`config.mk`:
```
export PLATFORM = sky130hd
export DESIGN_NAME = stce_ctrl
export DESIGN_NICKNAME = d
export VERILOG_FILES = /design/src/hdl/stce_pkg.sv /design/src/hdl/stce_ctrl.sv
export VERILOG_INCLUDE_DIRS = /design/src /design/src/hdl
export SDC_FILE = /design/constraint.sdc
export NUM_CORES = 1
export LEC_CHECK = 0
export BUFFER_PORTS_ARGS = -buffer_cell sky130_fd_sc_hd__buf_2
export CAP_MARGIN = 20
export CORE_AREA = 2 2 39 41
export CTS_CLUSTER_DIAMETER = 120
export DETAILED_ROUTE_END_ITERATION = 10
export DIE_AREA = 0 0 41 43
export REMOVE_ABC_BUFFERS = 1
export SYNTH_ARGS = -nofsm -noshare
export SYNTH_HDL_FRONTEND = slang
export SYNTH_SLANG_ARGS = --single-unit
export TNS_END_PERCENT = 20
```
`constraint.sdc`:
```
create_clock -name clock -period 1.5 [get_ports clock]
set_input_delay 0.375 -clock clock [delete_from_list [all_inputs] [get_ports clock]]
set_output_delay 0.375 -clock clock [all_outputs]
set_load 0.05 [all_outputs]
```
`src/hdl/assert_macros.svh`:
```
// assert_macros.svh: assertion macros shared by the split text console engine.
// Used by files that check their own logic; needs signals clock and reset in scope.
`ifndef ASSERT_MACROS_SVH
`define ASSERT_MACROS_SVH

// Check a property on every clock edge outside reset
`define STCE_ASSERT(label, prop, msg) \
   label: assert property (@(posedge clock) disable iff (reset) (prop)) \
   else $error(msg);

// Check that a condition is followed by another in the next cycle
`define STCE_ASSERT_NEXT(label, ante, cons, msg) \
   label: assert property (@(posedge clock) disable iff (reset) (ante) |=> (cons)) \
   else $error(msg);

`endif

```
`src/hdl/stce_pkg.sv`:
```
// stce_pkg: shared types, codes and default sizes of the split text console engine.
// Used by the controller, the datapath and the top level; no dependencies.
`timescale 1ns / 1ps

package stce_pkg;

   // Default geometry
   localparam int DEF_ROWS        = 25;
   localparam int DEF_COLUMNS     = 80;
   localparam int DEF_MAX_SCREENS = 4;

   // Fixed field widths of the channels
   localparam int CMD_W        = 2;
   localparam int CHAR_W       = 8;
   localparam int ROW_OUT_W    = 5;
   localparam int COL_OUT_W    = 7;
   localparam int SCREEN_OUT_W = 2;
   localparam int CSR_W        = 3;
   localparam int REQ_DATA_W   = 24;
   localparam int RSP_DATA_W   = 24;
   localparam int RSP_PAD_W    = RSP_DATA_W - CHAR_W - ROW_OUT_W - COL_OUT_W - SCREEN_OUT_W;

   // Request commands
   localparam logic [CMD_W-1:0] CMD_PUT  = 2'd0;
   localparam logic [CMD_W-1:0] CMD_NEXT = 2'd1;
   localparam logic [CMD_W-1:0] CMD_READ = 2'd2;
   localparam logic [CMD_W-1:0] CMD_NOP  = 2'd3;

   // Character codes with special meaning
   localparam logic [CHAR_W-1:0] CHAR_BACKSPACE = 8'h08;
   localparam logic [CHAR_W-1:0] CHAR_NEWLINE   = 8'h0A;
   localparam logic [CHAR_W-1:0] CHAR_SPACE     = 8'h20;

   typedef enum logic [2:0] {
      ST_CLEAR,
      ST_IDLE,
      ST_EXEC,
      ST_SCR_RD,
      ST_SCR_WR,
      ST_BLANK,
      ST_FINISH
   } state_type;

   // Controller to datapath
   typedef struct packed {
      logic capture;
      logic clear_step;
      logic exec;
      logic scr_read;
      logic scr_write;
      logic blank_write;
      logic finish;
   } ctl_cmd_type;

   // Datapath to controller
   typedef struct packed {
      logic clear_last;
      logic need_scroll;
      logic scr_end_col;
      logic scr_end_row;
      logic out_free;
   } ctl_sts_type;

endpackage

```
`src/hdl/stce_ctrl.sv`:
```
// stce_ctrl: sequencer of the split text console engine.
// Depends on stce_pkg and assert_macros.svh; drives the datapath through ctl_cmd_type.
`timescale 1ns / 1ps
`include "assert_macros.svh"

module stce_ctrl (
   input  logic                  clock,
   input  logic                  reset,
   input  logic                  req_tvalid,
   output logic                  req_tready,
   output stce_pkg::ctl_cmd_type cmd,
   input  stce_pkg::ctl_sts_type sts
);

   stce_pkg::state_type state_ff, state_in;

   // Hold state
   always_ff @(posedge clock) begin
      if (reset) begin
         state_ff <= stce_pkg::ST_CLEAR;
      end else begin
         state_ff <= state_in;
      end
   end

   // Next state
   always_comb begin
      state_in = state_ff;
      case (state_ff)
         stce_pkg::ST_CLEAR: begin
            if (sts.clear_last) state_in = stce_pkg::ST_IDLE;
         end
         stce_pkg::ST_IDLE: begin
            if (req_tvalid) state_in = stce_pkg::ST_EXEC;
         end
         stce_pkg::ST_EXEC: begin
            state_in = sts.need_scroll ? stce_pkg::ST_SCR_RD : stce_pkg::ST_FINISH;
         end
         stce_pkg::ST_SCR_RD: begin
            state_in = stce_pkg::ST_SCR_WR;
         end
         stce_pkg::ST_SCR_WR: begin
            if (sts.scr_end_col && sts.scr_end_row) state_in = stce_pkg::ST_BLANK;
            else                                    state_in = stce_pkg::ST_SCR_RD;
         end
         stce_pkg::ST_BLANK: begin
            if (sts.scr_end_col) state_in = stce_pkg::ST_FINISH;
         end
         stce_pkg::ST_FINISH: begin
            if (sts.out_free) state_in = stce_pkg::ST_IDLE;
         end
         default: begin
            state_in = stce_pkg::ST_IDLE;
         end
      endcase
   end

   // Commands to the datapath
   always_comb begin
      cmd        = '0;
      req_tready = 1'b0;
      case (state_ff)
         stce_pkg::ST_CLEAR:  cmd.clear_step = 1'b1;
         stce_pkg::ST_IDLE: begin
            req_tready  = 1'b1;
            cmd.capture = req_tvalid;
         end
         stce_pkg::ST_EXEC:   cmd.exec        = 1'b1;
         stce_pkg::ST_SCR_RD: cmd.scr_read    = 1'b1;
         stce_pkg::ST_SCR_WR: cmd.scr_write   = 1'b1;
         stce_pkg::ST_BLANK:  cmd.blank_write = 1'b1;
         stce_pkg::ST_FINISH: cmd.finish      = sts.out_free;
         default: ;
      endcase
   end

   `STCE_ASSERT_NEXT(a_accept_exec, req_tvalid && req_tready, state_ff == stce_pkg::ST_EXEC, "accepted request not executed")
   `STCE_ASSERT_NEXT(a_finish_holds, state_ff == stce_pkg::ST_FINISH && !sts.out_free, state_ff == stce_pkg::ST_FINISH, "finish left while output busy")

endmodule

```
==> reports/results.ini <==
[power_and_ir_drop]
clkPwrFrac=0.100
p_int_w=0.000736
p_per_area_nw_per_um2=2680
leakagePower_nw=0.254
swShare=0.514
vdd_drop_max_mv=1.04
share_comb_of_total_power=0.748
power_w=0.00151
p_sw_w=0.000778
seq_power_share=0.152

[placed_design]
globalplace.congestion=0.763
placed_cell_area_um2=390
port_buffers=15
dpl.hpwl_um=567

[clock_network]
clock-sinks=3
cts.clk_slew.worst_paths_ps=40
cts_htree_levels=1
clk_latency_ps=250
cts_root_buf=clkbuf_4
cts_tree=yes
max-clock-path-buffers=2
cts_buffers=3

[route]
post-route-drc-count=0
drt-vias-per-instance=5.23
drt_iter0_drc=7
routed_wl_um=947
dr_total_vias=408
drt-wirelength-per-cell_um=12.1
detail_route.first_pass.iterations=4
final_antenna_net_count=0

[sta]
max_slew_margin=0.791
fmax_mhz=655
tns_ps=-35.0
rsz0062_at_grt=yes
slew_viol_final=0
period_share=1.02
setup_violations=2
skew_ps=6.84
hold_viol=0
tightest_slew_ps=312
hold_ws_ps=332
setup_slack_ps=-25.8
fin_crit_ps=1530

[synth]
ys.flop_type=dfxtp_1
synth_edf_count=0
syn-cell-area_um2=283
synth_top_cell_area_share=0.212
ys_ff_latch=3
yosysMostFrequentCell=a21oi_1
avgSynthCellArea_um2=7.64
synthTopCellsByCount=a21oi_1 (6), dfxtp_1 (3), inv_1 (3), nor2_1 (3), nor3_1 (3)
synth_cell_types=22
synth_warnings=0
syn_inst=37
async_reset_ff_frac=0
synth_top_area_cell=dfxtp_1
ys_top_cells_by_area=dfxtp_1 (21%), a21oi_1 (11%), o32a_4 (8.0%)
ys_seq_area_frac=0.212

[layout]
diodes=0
regMostFlops=state_ff
drive_gt1_frac=0.661
largest_reg_flops=3
finalNetCount=71
design_area_um2=564
area_growth_syn_to_layout_pct=99.6
reg.largest.list=state_ff (3)

[worst_hold_path]
min_path_type=in -> reg

[grt]
overflow=0
grt_pass1_vias=318
grtUsageMet2=0.147
antenna_found_initial=0
grtUsageMet3=0.0157
met1_usage=0.118
grt_pass1_wl_mm=1.20
busiest_layer=met2
grt_max_degree=9
grt_usage=0.105

[floorplan]
start_util=0.204
rows=14
ios=16
design.core.area_um2=1380
die_area_um2=1760
die_h_um=43
fp.dieW_um=41

[setup_path]
cp-end-kind=output port
cp-start-kind=flop
cp_common_cell=buf_6
critPathMaxFanout=5
cp_slowest_cell=dfxtp_4
path_cells=buf_6 > nand3b_1 > nor2_1 > buf_6
critPathKind=reg -> out
cp_data_required_time_ps=1120
cp_slowest_stage_delay_ps=360
worstPathArrival_ps=1150

[status]
status=finished, violations left
violations=setup timing

[flow_run]
cap_violations=0

[metrics by stage]
stage          instances  worst slack, ps  utilization
4_1_cts               73            -17.1        0.330
6_report              78            -25.8        0.408
2_1_floorplan         34             -720            -
5_1_grt               78            -69.4        0.408
3_3_place_gp          69             43.8        0.282
3_5_place_dp          69             48.9        0.282
[placed cells by master (no fill, tap or decap)]
cell and instances:
o31a_2 1, buf_2 8, a21oi_1 6, inv_1 2, o32a_4 1, and2_4 1, nor3_2 1, clkinvlp_4 1
or4_1 1, o211a_1 1, buf_6 7, nor3_4 1, nand2b_4 1, a31oi_1 1, nor2_1 2, nand2b_1 1
a311oi_1 2, a211oi_1 1, nand3b_1 1, dfxtp_4 3, nor3_1 1, clkbuf_4 3, nand2_1 1, and3_4 1
buf_8 1, buf_4 8, nor2_4 1, nor3b_2 1, nor4_2 1, clkbuf_1 1
[metal layers]
metal / vias to the layer above / part of all wire
met4: 0 / 0.041
met2: 25 / 0.53
li1: 188 / -
met1: 188 / 0.33
met5: - / 0
met3: 7 / 0.091
[power groups by stage]
| stage | clock network, W | registers (W) | logic, W |
|---|---|---|---|
| after CTS | 0.000147 | 0.000203 | 0.000895 |
| after detailed placement | 0 | 0.000186 | 0.000816 |
| final | 0.000151 | 0.000230 | 0.00113 |
| after global routing | 0.000157 | 0.000237 | 0.00120 |
| after floorplan | 0 | 0.000207 | 0.000570 |
| after global placement | 0 | 0.000184 | 0.000816 |
[cell type report]
class / count / area, um^2
flip-flops and latches: 3 / 71.3
inverters: 3 / 15.0
repair buffers: 24 / 194
fillers: 142 / 820
well taps: 16 / 20.0
multi-input cells: 28 / 238
clock buffers: 4 / 26.3
[worst paths after layout]
kind,startpoint,end,slack (ps),cells past startpoint
max,state_ff[1],cmd[0],-30,4
min,reset,state_ff[1],330,2
max reg2reg,state_ff[0],state_ff[2],20,3
min reg2reg,state_ff[1],state_ff[1],590,2
[what timing repair did]
item	in CTS	in global routing
setup endpoints to repair	8	8
resized for setup	14	19
pin swaps	0	1
setup buffers	0	5
hold buffers	0	0
[critical path: cells and delay by family, from the launching register on]
family	cells	cell delay, ps
buffers and inverters	2	290
DFF	1	360
and+or+nand+nor	2	260
[kinds of logic (layout without fill, tap and decap cells)]
group,after synthesis,in the layout,share of synthesized area
compound gates,13,13,0.367
buf+inv,6,31,0.102
flops,3,3,0.212
simple gates,15,15,0.319
(Power assumes the default switching activity.)
